### src/hdl/assert_macros.svh
// ----------------------------------------------------------------------------
// Assertion macros
// Shared concurrent assertion forms, clocked and disabled in reset.
// ----------------------------------------------------------------------------
`ifndef ASSERT_MACROS_SVH
`define ASSERT_MACROS_SVH

// Same-cycle implication.
`define ASSERT_SAME(label, clk, rst_n, ante, cons) \
  label: assert property (@(posedge clk) disable iff (!rst_n) (ante) |-> (cons)) \
    else $error("assertion failed");

// Next-cycle implication.
`define ASSERT_NEXT(label, clk, rst_n, ante, cons) \
  label: assert property (@(posedge clk) disable iff (!rst_n) (ante) |=> (cons)) \
    else $error("assertion failed");

`endif

### src/hdl/avrspi_pkg.sv
// ----------------------------------------------------------------------------
// avrspi_pkg
// Types, codes and helper functions of the register-mapped byte SPI block.
// ----------------------------------------------------------------------------
package avrspi_pkg;

  typedef struct packed {
    logic [2:0]  action;
    logic [15:0] address;
    logic [7:0]  byte_value;
    logic [10:0] tick_len;
    logic        power_reduced;
  } in_item_t;

  typedef struct packed {
    logic [7:0] bus_rdata;
    logic       irq_request;
    logic       busy_res;
    logic [7:0] last_sent_byte;
  } out_item_t;

  // action codes
  localparam logic [2:0] ACT_READ   = 3'd0;
  localparam logic [2:0] ACT_WRITE  = 3'd1;
  localparam logic [2:0] ACT_TICK   = 3'd2;
  localparam logic [2:0] ACT_INJECT = 3'd3;
  localparam logic [2:0] ACT_SLAVE  = 3'd4;

  // configuration register indexes
  localparam logic [2:0] CFG_CTRL_ADDR   = 3'd0;
  localparam logic [2:0] CFG_STATUS_ADDR = 3'd1;
  localparam logic [2:0] CFG_DATA_ADDR   = 3'd2;
  localparam logic [2:0] CFG_DONE_MASK   = 3'd3;
  localparam logic [2:0] CFG_DS_MASK     = 3'd4;
  localparam logic [2:0] CFG_EN_MASK     = 3'd5;
  localparam logic [2:0] CFG_COLL_MASK   = 3'd6;
  localparam logic [2:0] CFG_MASTER_MASK = 3'd7;

  localparam int unsigned CFG_ADDR_W = 5;

  // configuration reset values
  localparam logic [15:0] RST_CTRL_ADDR   = 16'd76;
  localparam logic [15:0] RST_STATUS_ADDR = 16'd77;
  localparam logic [15:0] RST_DATA_ADDR   = 16'd78;
  localparam logic [7:0]  RST_DONE_MASK   = 8'h80;
  localparam logic [7:0]  RST_DS_MASK     = 8'h01;
  localparam logic [7:0]  RST_EN_MASK     = 8'h40;
  localparam logic [7:0]  RST_COLL_MASK   = 8'h40;
  localparam logic [7:0]  RST_MASTER_MASK = 8'h10;

  // fixed control bits
  localparam logic [7:0] LSB_FIRST_BIT    = 8'h20;
  localparam logic [7:0] SLAVE_ENABLE_BIT = 8'h40;
  localparam logic [7:0] SLAVE_MASTER_BIT = 8'h10;
  localparam logic [7:0] IRQ_ENABLE_BIT   = 8'h80;

  localparam logic [10:0] TICK_LIMIT = 11'd1024;

  function automatic logic [7:0] bit_reverse(input logic [7:0] v);
    logic [7:0] r;
    for (int i = 0; i < 8; i++) begin
      r[7-i] = v[i];
    end
    return r;
  endfunction

  // transfer length: eight times the prescaler
  function automatic logic [10:0] transfer_cycles(input logic [1:0] rate, input logic dbl);
    logic [10:0] n;
    unique case (rate)
      2'd0:    n = 11'd32;
      2'd1:    n = 11'd128;
      2'd2:    n = 11'd512;
      default: n = 11'd1024;
    endcase
    return dbl ? (n >> 1) : n;
  endfunction

endpackage

### src/hdl/avr_style_spi_peripheral_top.sv
// ----------------------------------------------------------------------------
// avr_style_spi_peripheral_top
// Register-mapped byte SPI peripheral with control, status and data
// registers. Each input transaction carries one event (bus read, bus write,
// time tick, received-byte injection or slave start) and yields one result
// transaction. The block takes one transaction per cycle while the result is
// not stalled. Each accepted input is held in the s1 register; the state
// update and the result register load together when s1 advances. A stalled
// result holds the input register, which then stalls the input. Register
// addresses and flag masks are set through the APB port; the user must write
// them only while idle, and the block itself does not enforce this.
// ----------------------------------------------------------------------------
`include "assert_macros.svh"

module avr_style_spi_peripheral_top (
  input  logic                  clk,
  input  logic                  rst_n,
  input  logic                  in_valid,
  output logic                  in_stall,
  input  avrspi_pkg::in_item_t  in_item,
  output logic                  out_valid,
  input  logic                  out_stall,
  output avrspi_pkg::out_item_t out_item,
  input  logic                  psel,
  input  logic                  penable,
  input  logic                  pwrite,
  input  logic [4:0]            paddr,
  input  logic [31:0]           pwdata,
  output logic [31:0]           prdata,
  output logic                  pready
);
  import avrspi_pkg::*;

  logic [15:0] ctrl_addr_r;
  logic [15:0] status_addr_r;
  logic [15:0] data_addr_r;
  logic [7:0]  done_mask_r;
  logic [7:0]  ds_mask_r;
  logic [7:0]  en_mask_r;
  logic [7:0]  coll_mask_r;
  logic [7:0]  master_mask_r;

  logic [7:0]  ctrl_r, ctrl_nxt;
  logic [7:0]  status_r, status_nxt;
  logic [7:0]  data_r, data_nxt;
  logic [7:0]  shift_r, shift_nxt;
  logic [7:0]  rx_r, rx_nxt;
  logic [10:0] cycles_r, cycles_nxt;
  logic        irq_r, irq_nxt;

  logic        s1_valid_r;
  in_item_t    s1_r;
  logic        out_valid_r;
  out_item_t   out_item_r;

  logic        adv;
  logic        go;
  logic [7:0]  rd;
  logic [10:0] elapsed_sat;
  logic [2:0]  cfg_idx;
  logic        cfg_wr;

  assign pready  = 1'b1;
  assign cfg_idx = paddr[CFG_ADDR_W-1:2];
  assign cfg_wr  = psel & penable & pwrite & pready;

  always_ff @(posedge clk) begin
    if (!rst_n) begin
      ctrl_addr_r   <= RST_CTRL_ADDR;
      status_addr_r <= RST_STATUS_ADDR;
      data_addr_r   <= RST_DATA_ADDR;
      done_mask_r   <= RST_DONE_MASK;
      ds_mask_r     <= RST_DS_MASK;
      en_mask_r     <= RST_EN_MASK;
      coll_mask_r   <= RST_COLL_MASK;
      master_mask_r <= RST_MASTER_MASK;
    end else if (cfg_wr) begin
      unique case (cfg_idx)
        CFG_CTRL_ADDR:   ctrl_addr_r   <= pwdata[15:0];
        CFG_STATUS_ADDR: status_addr_r <= pwdata[15:0];
        CFG_DATA_ADDR:   data_addr_r   <= pwdata[15:0];
        CFG_DONE_MASK:   done_mask_r   <= pwdata[7:0];
        CFG_DS_MASK:     ds_mask_r     <= pwdata[7:0];
        CFG_EN_MASK:     en_mask_r     <= pwdata[7:0];
        CFG_COLL_MASK:   coll_mask_r   <= pwdata[7:0];
        CFG_MASTER_MASK: master_mask_r <= pwdata[7:0];
        default: ;
      endcase
    end
  end

  always_comb begin
    unique case (cfg_idx)
      CFG_CTRL_ADDR:   prdata = {16'd0, ctrl_addr_r};
      CFG_STATUS_ADDR: prdata = {16'd0, status_addr_r};
      CFG_DATA_ADDR:   prdata = {16'd0, data_addr_r};
      CFG_DONE_MASK:   prdata = {24'd0, done_mask_r};
      CFG_DS_MASK:     prdata = {24'd0, ds_mask_r};
      CFG_EN_MASK:     prdata = {24'd0, en_mask_r};
      CFG_COLL_MASK:   prdata = {24'd0, coll_mask_r};
      CFG_MASTER_MASK: prdata = {24'd0, master_mask_r};
      default:         prdata = '0;
    endcase
  end

  // pipeline control
  assign adv      = ~out_valid_r | ~out_stall;
  assign in_stall = s1_valid_r & ~adv;
  assign go       = s1_valid_r & adv;

  assign elapsed_sat = (s1_r.tick_len > TICK_LIMIT) ? TICK_LIMIT : s1_r.tick_len;

  always_comb begin
    ctrl_nxt   = ctrl_r;
    status_nxt = status_r;
    data_nxt   = data_r;
    shift_nxt  = shift_r;
    rx_nxt     = rx_r;
    cycles_nxt = cycles_r;
    irq_nxt    = irq_r;
    rd         = '0;
    if (go) begin
      unique case (s1_r.action)
        ACT_READ: begin
          if (s1_r.address == ctrl_addr_r) begin
            rd = ctrl_r;
          end else if (s1_r.address == status_addr_r) begin
            rd = status_r;
          end else if (s1_r.address == data_addr_r) begin
            rd = data_r;
            if ((status_r & done_mask_r) != '0) begin
              status_nxt = status_r & ~done_mask_r;
              irq_nxt    = 1'b0;
            end
          end
        end
        ACT_WRITE: begin
          if (s1_r.address == ctrl_addr_r) begin
            ctrl_nxt = s1_r.byte_value;
          end else if (s1_r.address == status_addr_r) begin
            status_nxt = (status_r & ~ds_mask_r) | (s1_r.byte_value & ds_mask_r);
          end else if (s1_r.address == data_addr_r) begin
            if ((ctrl_r & en_mask_r) == '0) begin
              data_nxt = s1_r.byte_value;
            end else if (cycles_r != '0) begin
              status_nxt = status_r | coll_mask_r;
            end else if ((ctrl_r & master_mask_r) != '0) begin
              shift_nxt  = ((ctrl_r & LSB_FIRST_BIT) != '0) ? bit_reverse(s1_r.byte_value)
                                                            : s1_r.byte_value;
              cycles_nxt = transfer_cycles(ctrl_r[1:0], (status_r & ds_mask_r) != '0);
            end else begin
              shift_nxt = s1_r.byte_value;
            end
          end
        end
        ACT_TICK: begin
          if (!s1_r.power_reduced && cycles_r != '0) begin
            if (elapsed_sat >= cycles_r) begin
              cycles_nxt = '0;
              data_nxt   = ((ctrl_r & LSB_FIRST_BIT) != '0) ? bit_reverse(rx_r) : rx_r;
              status_nxt = status_r | done_mask_r;
              irq_nxt    = 1'b1;
            end else begin
              cycles_nxt = cycles_r - elapsed_sat;
            end
          end
        end
        ACT_INJECT: rx_nxt = s1_r.byte_value;
        ACT_SLAVE: begin
          if ((ctrl_r & SLAVE_ENABLE_BIT) != '0 && (ctrl_r & SLAVE_MASTER_BIT) == '0) begin
            cycles_nxt = 11'd1;
          end
        end
        default: ;
      endcase
    end
  end

  always_ff @(posedge clk) begin
    if (!rst_n) begin
      ctrl_r      <= '0;
      status_r    <= '0;
      data_r      <= '0;
      shift_r     <= '0;
      rx_r        <= '0;
      cycles_r    <= '0;
      irq_r       <= 1'b0;
      s1_valid_r  <= 1'b0;
      out_valid_r <= 1'b0;
    end else begin
      ctrl_r   <= ctrl_nxt;
      status_r <= status_nxt;
      data_r   <= data_nxt;
      shift_r  <= shift_nxt;
      rx_r     <= rx_nxt;
      cycles_r <= cycles_nxt;
      irq_r    <= irq_nxt;
      if (!in_stall) begin
        s1_valid_r <= in_valid;
      end
      if (adv) begin
        out_valid_r <= s1_valid_r;
      end
    end
  end

  always_ff @(posedge clk) begin
    if (!in_stall && in_valid) begin
      s1_r <= in_item;
    end
    if (go) begin
      out_item_r.bus_rdata      <= rd;
      out_item_r.irq_request    <= irq_nxt & ((ctrl_nxt & IRQ_ENABLE_BIT) != '0);
      out_item_r.busy_res       <= (cycles_nxt != '0);
      out_item_r.last_sent_byte <= shift_nxt;
    end
  end

  assign out_valid = out_valid_r;
  assign out_item  = out_item_r;

  `ASSERT_SAME(a_count_bound, clk, rst_n, 1'b1, cycles_r <= TICK_LIMIT)
  `ASSERT_NEXT(a_result_tracks_state, clk, rst_n, go, (out_item.busy_res == (cycles_r != '0)) && (out_item.last_sent_byte == shift_r))
  `ASSERT_NEXT(a_gated_tick_holds, clk, rst_n, go && s1_r.action == ACT_TICK && s1_r.power_reduced, $stable(cycles_r))

endmodule

### config.mk
export PLATFORM = sky130hd
export DESIGN_NAME = avr_style_spi_peripheral_top
export DESIGN_NICKNAME = d
export VERILOG_FILES = /design/src/hdl/avrspi_pkg.sv /design/src/hdl/avr_style_spi_peripheral_top.sv
export VERILOG_INCLUDE_DIRS = /design/src /design/src/hdl
export SDC_FILE = /design/constraint.sdc
export NUM_CORES = 1
export LEC_CHECK = 0
export ABC_CLOCK_PERIOD_IN_PS = 3400
export BUFFER_PORTS_ARGS = -buffer_cell sky130_fd_sc_hd__buf_2
export CAP_MARGIN = 0
export CORE_MARGIN = 2
export CORE_UTILIZATION = 58
export CTS_CLUSTER_SIZE = 25
export DETAILED_ROUTE_END_ITERATION = 7
export GPL_ROUTABILITY_DRIVEN = 0
export GPL_TIMING_DRIVEN = 0
export PLACE_DENSITY = 0.87
export SKIP_LAST_GASP = 1
export SYNTH_ARGS = -nofsm -noshare
export SYNTH_HDL_FRONTEND = slang
export SYNTH_SLANG_ARGS = --single-unit
### constraint.sdc
create_clock -name clk -period 3.4 [get_ports clk]
set_input_delay 0.34 -clock clk [delete_from_list [all_inputs] [get_ports clk]]
set_output_delay 0.34 -clock clk [all_outputs]
set_load 0.02 [all_outputs]
Word-level counts from Yosys, hierarchy flattened --
Cells that the tools add are included.
Word-level totals: output and inout port bits 53, bits in registers 199
Operators by class: equality and inequality tests 29, mux-type cells 58, bitwise logic cells 21, add/sub/neg operators 1, $lt $le $gt $ge 2, reduce and logical (&&, ||, !) cells 29
Operators with widths (number):
- 8-bit two-way mux | 33
- 32-bit case mux with 8 select lines | 1
- 11-bit two-way mux | 12
- 11-bit case mux with 3 select lines | 2
- 8-bit AND | 7
- 16-bit == test | 3
- 8-bit OR | 3
- 8-bit case mux with 3 select lines | 1
- 8-bit nonzero test | 3
- 11-bit nonzero test | 2
- 2-bit != test, second input constant | 10
- 2-bit AND reduction | 9
- 8-bit logical NOT | 2
- 8-bit NOT | 2
- 8-bit case mux with 2 select lines | 1
- 3-bit == test, second input constant | 5
- 3-bit by 2-bit == test with 1-bit output, second input constant | 4
- 12-bit AND reduction | 1
- 11-bit greater-or-equal comparator | 1
- 11-bit > comparator, second input constant | 1
- 11-bit subtractor | 1
- 3-bit != test, second input constant | 3
- 8-bit AND reduction | 1
- 1-bit two-way mux | 7
- 14 further kinds | 25

Depth between registers and ports, before layout --
Gate-level depths: netlist (run 1).
depth after elaboration 12, mapped depth 12

Worst setup path before layout (run 1) --
OpenSTA, ideal clock, no wires.
path type register to register, start register out_valid_r (netlist: out_valid), end register s1_r[0] (netlist bit) (enable), path buffers 0, path slack 0.523 ns, arrival 2.438 ns, clock period less this slack 2.877 ns, stages on the path, launching flop included 3, cells stage by stage dfxtp_1 -> and3_1 -> nor2b_1
Between the ends: longest elaborated chain between the ends 6
Ends and longest elaborated chain:
- start, declared | RTL line avr_style_spi_peripheral_top.sv:53 | logic out_valid_r;
- start signal, assigned | RTL line avr_style_spi_peripheral_top.sv:202 | out_valid_r <= s1_valid_r;
- 1-bit NOT | RTL line avr_style_spi_peripheral_top.sv:107 | assign adv = ~out_valid_r | ~out_stall;
- 1-bit OR | RTL line avr_style_spi_peripheral_top.sv:107
- 1-bit NOT | RTL line avr_style_spi_peripheral_top.sv:108 | assign in_stall = s1_valid_r & ~adv;
- 1-bit AND | RTL line avr_style_spi_peripheral_top.sv:108
- named net in_stall | RTL line avr_style_spi_peripheral_top.sv:19 | output logic in_stall,
- 1-bit logical NOT | RTL line avr_style_spi_peripheral_top.sv:208 | if (!in_stall && in_valid) begin
- 1-bit logical AND | RTL line avr_style_spi_peripheral_top.sv:208
- end signal, assigned | RTL line avr_style_spi_peripheral_top.sv:209 | s1_r <= in_item;
- end, declared | RTL line avr_style_spi_peripheral_top.sv:52 | in_item_t s1_r;
The timed path passes the listed nets, and every way through them passes these cells. A chain may end at the register's enable or synchronous reset.

Final worst setup path (run 1) --
start register s1_r[11] (netlist bit), end register out_item_r, in the netlist out_item[8] (data pin)
Between the ends: longest elaborated chain between the ends 8
Ends and longest elaborated chain:
- 11-bit > comparator | RTL line avr_style_spi_peripheral_top.sv:111 | assign elapsed_sat = (s1_r.tick_len > TICK_LIMIT) ? TICK_LIMIT : s1_r.tick_len;
- 11-bit two-way mux * | RTL line avr_style_spi_peripheral_top.sv:111
- 11-bit subtractor / 11-bit greater-or-equal comparator (equally long branches) | RTL line avr_style_spi_peripheral_top.sv:164, avr_style_spi_peripheral_top.sv:158
- 11-bit two-way mux * | RTL line avr_style_spi_peripheral_top.sv:158 | if (elapsed_sat >= cycles_r) begin
- 11-bit two-way mux * | RTL line avr_style_spi_peripheral_top.sv:157 | if (!s1_r.power_reduced && cycles_r != '0) begin
- 11-bit case mux with 3 select lines * | RTL line avr_style_spi_peripheral_top.sv:123 | unique case (s1_r.action)
- 11-bit two-way mux * | RTL line avr_style_spi_peripheral_top.sv:122 | if (go) begin
- 11-bit nonzero test * | RTL line avr_style_spi_peripheral_top.sv:214 | out_item_r.busy_res <= (cycles_nxt != '0);
- end, declared | RTL line avr_style_spi_peripheral_top.sv:54 | out_item_t out_item_r;
Mark *: on every way between the ends. The rest lies on a longest branch, timed or not.

==> metrics, run 1 <==
layout filler cell count between 1000 and 1500; average via count per standard cell 6.17; vertical die dimension approximately 140 um; starting density of the core approximately three fifths; Reg2Reg Depth 11; post-place setup slack 0.0585 ns; Slew Limit Headroom a little over a fifth; number of buffers added to fix hold violations after cts 0; Detail Placement HPWL just over 20 mm; post-route fraction of the period consumed by the critical path 97.5%; share of layout cells above drive strength 1 between 10% and 20%; number of placement rows 48; share of synthesized area occupied by flip-flops and latches between 40% and 50%; critical path class flop to flop; DRC viols 0; number of enable-type register cells in the synthesized netlist 57; power per standard cell area between 400 and 500 mW/mm2; remaining global-route overflow 0; later-pin clock latency in the skew report 0.45 ns; initial antenna violation count 0; number of nets in the layout between 1000 and 1500; Sink Count roughly 200; top-level port count 136; area of the core region between 0.015 and 0.02 mm2; maximum single-stage delay on the critical path 0.49 ns; Startpoint Class flop; ANT cells 0; area share of the leading cell type in the synthesized netlist roughly 28%; CTS tree done; post-route cell area between 0.01 and 0.015 mm2; outcome completed; startpoint of the most critical register-to-register path s1_r[11]; Data arrival, critical path between 3 and 4 ns; post-detailed-route wirelength per cell between 15 and 20 um; max-cap check violation count 0; number of nets with antenna violations after routing 0; Mapped Area between 0.01 and 0.015 mm2; floorplan die width roughly 140 um; via count of the first global-routing pass roughly 8700; pin count of the biggest net entering global routing 30; root buffer cell sky130_fd_sc_hd__clkbuf_16; RSZ-0062 raised after global routing no; Max Freq a little over 300 MHz; Crit. End Element flop; iteration-0 DRC count of the detailed router ~1200; Hold Path Stages 1; Synth Area in XOR/XNOR around 4.8%; maximum number of buffers from clock root to sink 2; Die ar. 0.0185 mm2; VDD IR-drop max between 0.3 and 0.4 mV; final setup fails 0; wire length after detailed routing between 20 and 30 mm; commonest non-fill, non-tap cell in the layout sky130_fd_sc_hd__nand2_1; count of warnings emitted by yosys 0; Overall Power between 4 and 5 mW; global-route wire length before repair between 40 and 50 mm; setup_tns 0 ns; HP Start in_item[19]; Post-Route Skew between 0.008 and 0.009 ns; Static Leakage roughly 4.6 nW; average cell area after synthesis 8.95 um2; compound-gate portion of the synthesized area 14.8%; Worst-Margin Slew approximately 1.2 ns; share of synthesized area spent on multiplexers between 10 and 15%; worst path cell trace clkinvlp_4, nand2_1, ha_1, a21o_1, a21oi_2, nand3_1, a211o_1, and2_2, a221o_1, nor4b_2, nand4_1; count of different cell masters after synthesis between 60 and 70; GRT Total Usage a little under a third; Seq pwr share between 50% and 60%; total of flip-flops plus latches after synthesis 199; commonest cells after routing, fill and taps aside sky130_fd_sc_hd__nand2_1, sky130_fd_sc_hd__dfxtp_1, sky130_fd_sc_hd__nor2_1, sky130_fd_sc_hd__buf_2, sky130_fd_sc_hd__a21oi_1; required time of the critical path ~3.6 ns; Area after DPL about 0.011 mm2; final number of max-transition violations 0; critical path's slowest cell sky130_fd_sc_hd__edfxtp_1; combinational cell fraction of total power just under 9%; first-pass iteration count of the detailed router 6; final setup slack of the worst path around 0.086 ns; share of synthesized cell area in and, or, nand and nor gates between 10% and 20%; Yosys top cell by area sky130_fd_sc_hd__dfxtp_1; arithmetic-cell share of the synthesized area counting full adders, half adders and majority gates 1.56%; Crit Path Max Fanout 5; vias after detailed routing 9273; final hold violations 0; share of flip-flops with an asynchronous set or reset 0%; TritonCTS Buffers 17; minimum clock period after layout approximately 3.3 ns; Worst Setup SP s1_r[11]; internal cell power between 3 and 4 mW; register clock-pin slew on the reported worst setup and hold paths around 0.08 ns; # port buffers 91; worst min path class input pin to flop; most used flip-flop cell after synthesis sky130_fd_sc_hd__dfxtp_1; area growth from synthesis to layout 14.7%; deepest level of the CTS H-tree 4; Mapped Cells ~1100; top cells by area in the synthesized netlist sky130_fd_sc_hd__dfxtp_1, sky130_fd_sc_hd__edfxtp_1, sky130_fd_sc_hd__mux2i_1; net load switching power about 1.3 mW; power share of the clock group between 40% and 50%; sw frac a little over a quarter; dominant combinational cell family by area after synthesis simple AND/OR/NAND/NOR gates
==> sequential cells by signal, indices dropped and copies added (netlist names) <==
name,count
status_r,8
out_valid,1
master_mask_r,8
coll_mask_r,8
out_item,18
rx_r,8
done_mask_r,8
cycles_r,11
data_addr_r,16
data_r,8
ctrl_addr_r,16
en_mask_r,8
s1_r,39
shift_r,8
status_addr_r,16
irq_r,1
ctrl_r,8
ds_mask_r,8
s1_valid_r,1
==> routing by layer <==
layer  track usage (%)  part of all wire (%)
met5                 0                     0
met4              17.6                   5.7
met3              7.27                   9.8
met2              50.6                    46
met1              39.2                    38
==> metrics by stage <==
| step | cells | hold WS, ns | utilization, % |
|---|---|---|---|
| 2_1_floorplan | 1148 | 0.439 | - |
| 3_3_place_gp | 1464 | 0.459 | 63.6 |
| 3_5_place_dp | 1465 | 0.475 | 63.8 |
| 4_1_cts | 1497 | 0.0520 | 67.2 |
| 5_1_grt | 1502 | 0.0463 | 67.7 |
| 6_report | 1502 | 0.0534 | 67.7 |
==> Yosys cell counts (6+ instances only) <==
| library cell | instances |
|---|---|
| sky130_fd_sc_hd__a221oi_1 | 8 |
| sky130_fd_sc_hd__nand3_1 | 21 |
| sky130_fd_sc_hd__nor3_1 | 6 |
| sky130_fd_sc_hd__and3_1 | 13 |
| sky130_fd_sc_hd__buf_1 | 9 |
| sky130_fd_sc_hd__ha_1 | 11 |
| sky130_fd_sc_hd__nand4_1 | 11 |
| sky130_fd_sc_hd__nor4_1 | 16 |
| sky130_fd_sc_hd__clkbuf_1 | 52 |
| sky130_fd_sc_hd__a22o_1 | 10 |
| sky130_fd_sc_hd__and2_1 | 15 |
| sky130_fd_sc_hd__o21ai_0 | 41 |
| sky130_fd_sc_hd__inv_1 | 17 |
| sky130_fd_sc_hd__nor2b_1 | 18 |
| sky130_fd_sc_hd__xor2_1 | 52 |
| sky130_fd_sc_hd__buf_4 | 18 |
| sky130_fd_sc_hd__nand2b_1 | 6 |
| sky130_fd_sc_hd__a211oi_1 | 8 |
| sky130_fd_sc_hd__o21bai_1 | 6 |
| sky130_fd_sc_hd__a22oi_1 | 19 |
| sky130_fd_sc_hd__edfxtp_1 | 57 |
| sky130_fd_sc_hd__a21oi_1 | 96 |
| sky130_fd_sc_hd__a211o_1 | 7 |
| sky130_fd_sc_hd__nor2_1 | 140 |
| sky130_fd_sc_hd__mux2i_1 | 89 |
| sky130_fd_sc_hd__o22ai_1 | 6 |
| sky130_fd_sc_hd__mux2_2 | 6 |
| sky130_fd_sc_hd__nand2_1 | 158 |
| sky130_fd_sc_hd__dfxtp_1 | 142 |
==> timing repair <==
item | CTS | global route
setup endpoints to repair | 0 | 3
setup buffers | 0 | 4
resized for setup | 0 | 12
==> path summary, 6_finish.rpt <==
path,end,slack (ns)
hold / removal,s1_r[19],0.05
hold reg to reg,data_addr_r[4],0.48
setup / recovery,out_item[8],0.09
setup reg to reg,out_item[8],0.09
==> cell type report <==
type | instances | area (um2) | area share (%)
Clock inverter | 15 | 156 | 1.35
Multi-Input combinational cell | 844 | 5200 | 44.7
Inverter | 19 | 78.8 | 0.678
Tap cell | 225 | 282 | 2.42
Timing Repair Buffer | 96 | 505 | 4.35
Sequential cell | 199 | 4550 | 39.2
Buffer | 86 | 412 | 3.54
Clock buffer | 17 | 425 | 3.66
Timing Repair inverter | 1 | 7.51 | 0.0646
==> cell families (layout without fill, tap and decap cells) <==
kind of cell    after synthesis  count (layout)
mux                          98              98
other cells                   2              17
compound gates              237             237
flops                       199             199
fa+ha+maj                    12              12
xor+xnor                     56              56
simple gates                424             424
buf+inv                     105             234
==> power by group through the flow <==
stage | logic [mW] | clock network, mW | registers, mW
floorplan | 0.270 | 0 | 2.58
global placement | 0.406 | 0 | 2.59
detailed placement | 0.420 | 0 | 2.59
CTS | 0.425 | 2.00 | 2.53
global route | 0.470 | 2.10 | 2.54
finish | 0.438 | 1.99 | 2.54
==> worst max-delay path: cells and delay by family, from the launching register on <==
family	cells	cell delay, ns
AO/OA/AOI/OAI	4	1.12
adder cells (fa/ha/maj)	1	0.35
buffers and inverters	1	0.16
AND/OR/NAND/NOR	5	0.90
flip-flops	1	0.49
Note: power is estimated with default switching activity, not from simulation.
==> run 2: changes to the inputs <==
ABC_AREA = 1   (was default)
CORE_UTILIZATION = 59   (was 58)
PLACE_DENSITY = 0.88   (was 0.87)
REMOVE_ABC_BUFFERS = 1   (was default)
==> metrics, run 2 <==
outcome completed; max FFs per register 39; critical path's slowest cell sky130_fd_sc_hd__edfxtp_1; Top delay family on crit path simple AND/OR/NAND/NOR gates; area growth from synthesis to layout 11.5%; Commonest cells post-synth sky130_fd_sc_hd__nand2_1, sky130_fd_sc_hd__inv_1, sky130_fd_sc_hd__o21ai_0; deepest level of the CTS H-tree 4; worst path cell trace nor4_1, a31oi_1, inv_2, buf_4, nand2_1, ha_4, nand2_1, nor3_1, nand3_1, nand3_1, nand2_2, nand2_1, nand2_1, o21ai_0, nand2_1, inv_1, nand3_1, nor2_1, nand3_1; TritonCTS Buffers 17; iteration-0 DRC count of the detailed router 1140; via count of the first global-routing pass around 9500; CTS tree done; max-cap check violation count 0; maximum number of buffers from clock root to sink 2; later-pin clock latency in the skew report between 0.4 and 0.5 ns; post-place setup slack between 0.04 and 0.05 ns; top-level port count 136; maximum single-stage delay on the critical path ~0.41 ns; Buf+Inv Stages, Crit Path 3; DRC viols 0; post-route fraction of the period consumed by the critical path between 90% and 100%; Worst-Margin Slew 1.22 ns; minimum clock period after layout around 3.2 ns; global-route wire length before repair approximately 45 mm; count of different cell masters after synthesis 48; power per standard cell area between 400 and 500 mW/mm2; remaining global-route overflow 0; register clock-pin slew on the reported worst setup and hold paths about 0.070 ns; cell type with the highest occurrence count on the critical path sky130_fd_sc_hd__nand2_1; layout filler cell count 1396; Crit. End Element flop; final number of max-transition violations 0; area share of the leading cell type in the synthesized netlist ~27%; Multi-input gate area 0.00504 mm2; number of placement rows 48; share of layout cells above drive strength 1 approximately an eighth; register name with the most flops s1_r; critical path class flop to flop; vertical die dimension roughly 140 um; Slew Limit Headroom ~18%; Startpoint Class flop; number of buffers added to fix hold violations after cts 0; floorplan die width roughly 140 um; most common cell in the netlist sky130_fd_sc_hd__nand2_1; Static Leakage between 5 and 6 nW; number of nets with antenna violations after routing 0; count of warnings emitted by yosys 0; Detail Placement HPWL between 15 and 20 mm; Data arrival, critical path between 3 and 4 ns; GRT Total Usage a little under a third; Mapped Cells about 1500; number of enable-type register cells in the synthesized netlist 57; area of the core region ~0.017 mm2; Max Freq 309 MHz; worst min path class input pin to flop; commonest non-fill, non-tap cell in the layout sky130_fd_sc_hd__nand2_1; VDD IR-drop max 0.435 mV; final setup slack of the worst path 0.165 ns; commonest cells after routing, fill and taps aside sky130_fd_sc_hd__nand2_1, sky130_fd_sc_hd__inv_1, sky130_fd_sc_hd__o21ai_0, sky130_fd_sc_hd__nor2_1, sky130_fd_sc_hd__dfxtp_1; vias after detailed routing around 10000; wire length after detailed routing 28.2 mm; Sink Count 199; final setup fails 0; total of flip-flops plus latches after synthesis roughly 200; # port buffers 100; share of synthesized area occupied by flip-flops and latches about 43%; share of flip-flops with an asynchronous set or reset 0%; average cell area after synthesis a little over 7 um2; top cells by area in the synthesized netlist sky130_fd_sc_hd__dfxtp_1, sky130_fd_sc_hd__edfxtp_1, sky130_fd_sc_hd__nand2_1; Mapped Area 0.0105 mm2; Yosys top cell by area sky130_fd_sc_hd__dfxtp_1; initial antenna violation count 0; post-detailed-route wirelength per cell approximately 16 um; first-pass iteration count of the detailed router 6; root buffer cell sky130_fd_sc_hd__clkbuf_16; starting density of the core 60.7%; Overall Power approximately 5.1 mW; Crit Path Max Fanout 8; number of nets in the layout 1642; Die ar. 0.0189 mm2; Post-Route Skew roughly 0.015 ns; required time of the critical path 3.54 ns; final hold violations 0; pin count of the biggest net entering global routing 110; most used flip-flop cell after synthesis sky130_fd_sc_hd__dfxtp_1; area of all sequential standard cells 0.00455 mm2; average via count per standard cell 5.73; ANT cells 0
run 2: final timing paths:
path	from	endpoint	slack [ns]	depth (start not counted)
worst min register to register	data_r[5]	data_r[5]	0.47	2
worst min-delay path	in_item[35]	s1_r[35]	0.07	1
worst max register to register	s1_r[4]	out_item[8]	0.16	19
worst max-delay path	s1_r[4]	out_item[8]	0.16	19
run 2: layout make-up:
type,instances,area share (%)
clock buffer,21,3.75
clock inverter,11,0.884
inverter,207,6.63
multi-input combinational,1018,42.9
sequential,199,38.8
tap,225,2.40
timing repair buffer,104,4.64
run 2: per-stage QoR:
step           TNS [ns]  utilization [%]  instances  hold slack [ns]  area (um2)
5_1_grt         -0.0172             67.7       1785           0.0621       11700
6_report              0             67.7       1785           0.0739       11700
3_5_place_dp          0             63.9       1751            0.448       11100
2_1_floorplan         0                -       1424            0.424       10300
3_3_place_gp      -6.10             63.7       1749            0.445       11100
4_1_cts               0             67.1       1783           0.0703       11600
run 2: report_power, final:
| part | internal [mW] | total, mW | switching, mW |
|---|---|---|---|
| Sequential | 2.51 | 2.56 | 0.0568 |
| Clock | 1.02 | 1.93 | 0.909 |
| Combinational | 0.185 | 0.578 | 0.392 |
run 2: worst reg2reg max path, delay by kind of cell (launching register included):
family | cells | cell delay (ns)
buffers and inverters | 3 | 0.37
AND/OR/NAND/NOR | 13 | 1.60
adder cells (fa/ha/maj) | 1 | 0.31
AO/OA/AOI/OAI | 2 | 0.25
flip-flops | 1 | 0.41
run 2: routing by layer:
layer / vias up / GRT usage (%) / share of wire (%)
met5: - / 0 / 0
met4: 0 / 13.7 / 3.0
met3: 74 / 5.04 / 9.7
met2: 572 / 49.3 / 46
met1: 4627 / 39.6 / 41
li1: 4957 / - / -
run 2: logic make-up after synthesis:
kind of cell,after synthesis,share of synthesized area [%]
compound gates,382,20.3
xor+xnor,14,1.16
fa+ha+maj,12,1.50
buf+inv,267,10.4
flops,199,43.2
other cells,2,0.0713
simple gates,593,23.4
run 2: timing repair:
| item | CTS | global route |
|---|---|---|
| buffers inserted | 0 | 2 |
| resized for setup | 0 | 16 |
| endpoints found under the setup margin | 0 | 6 |
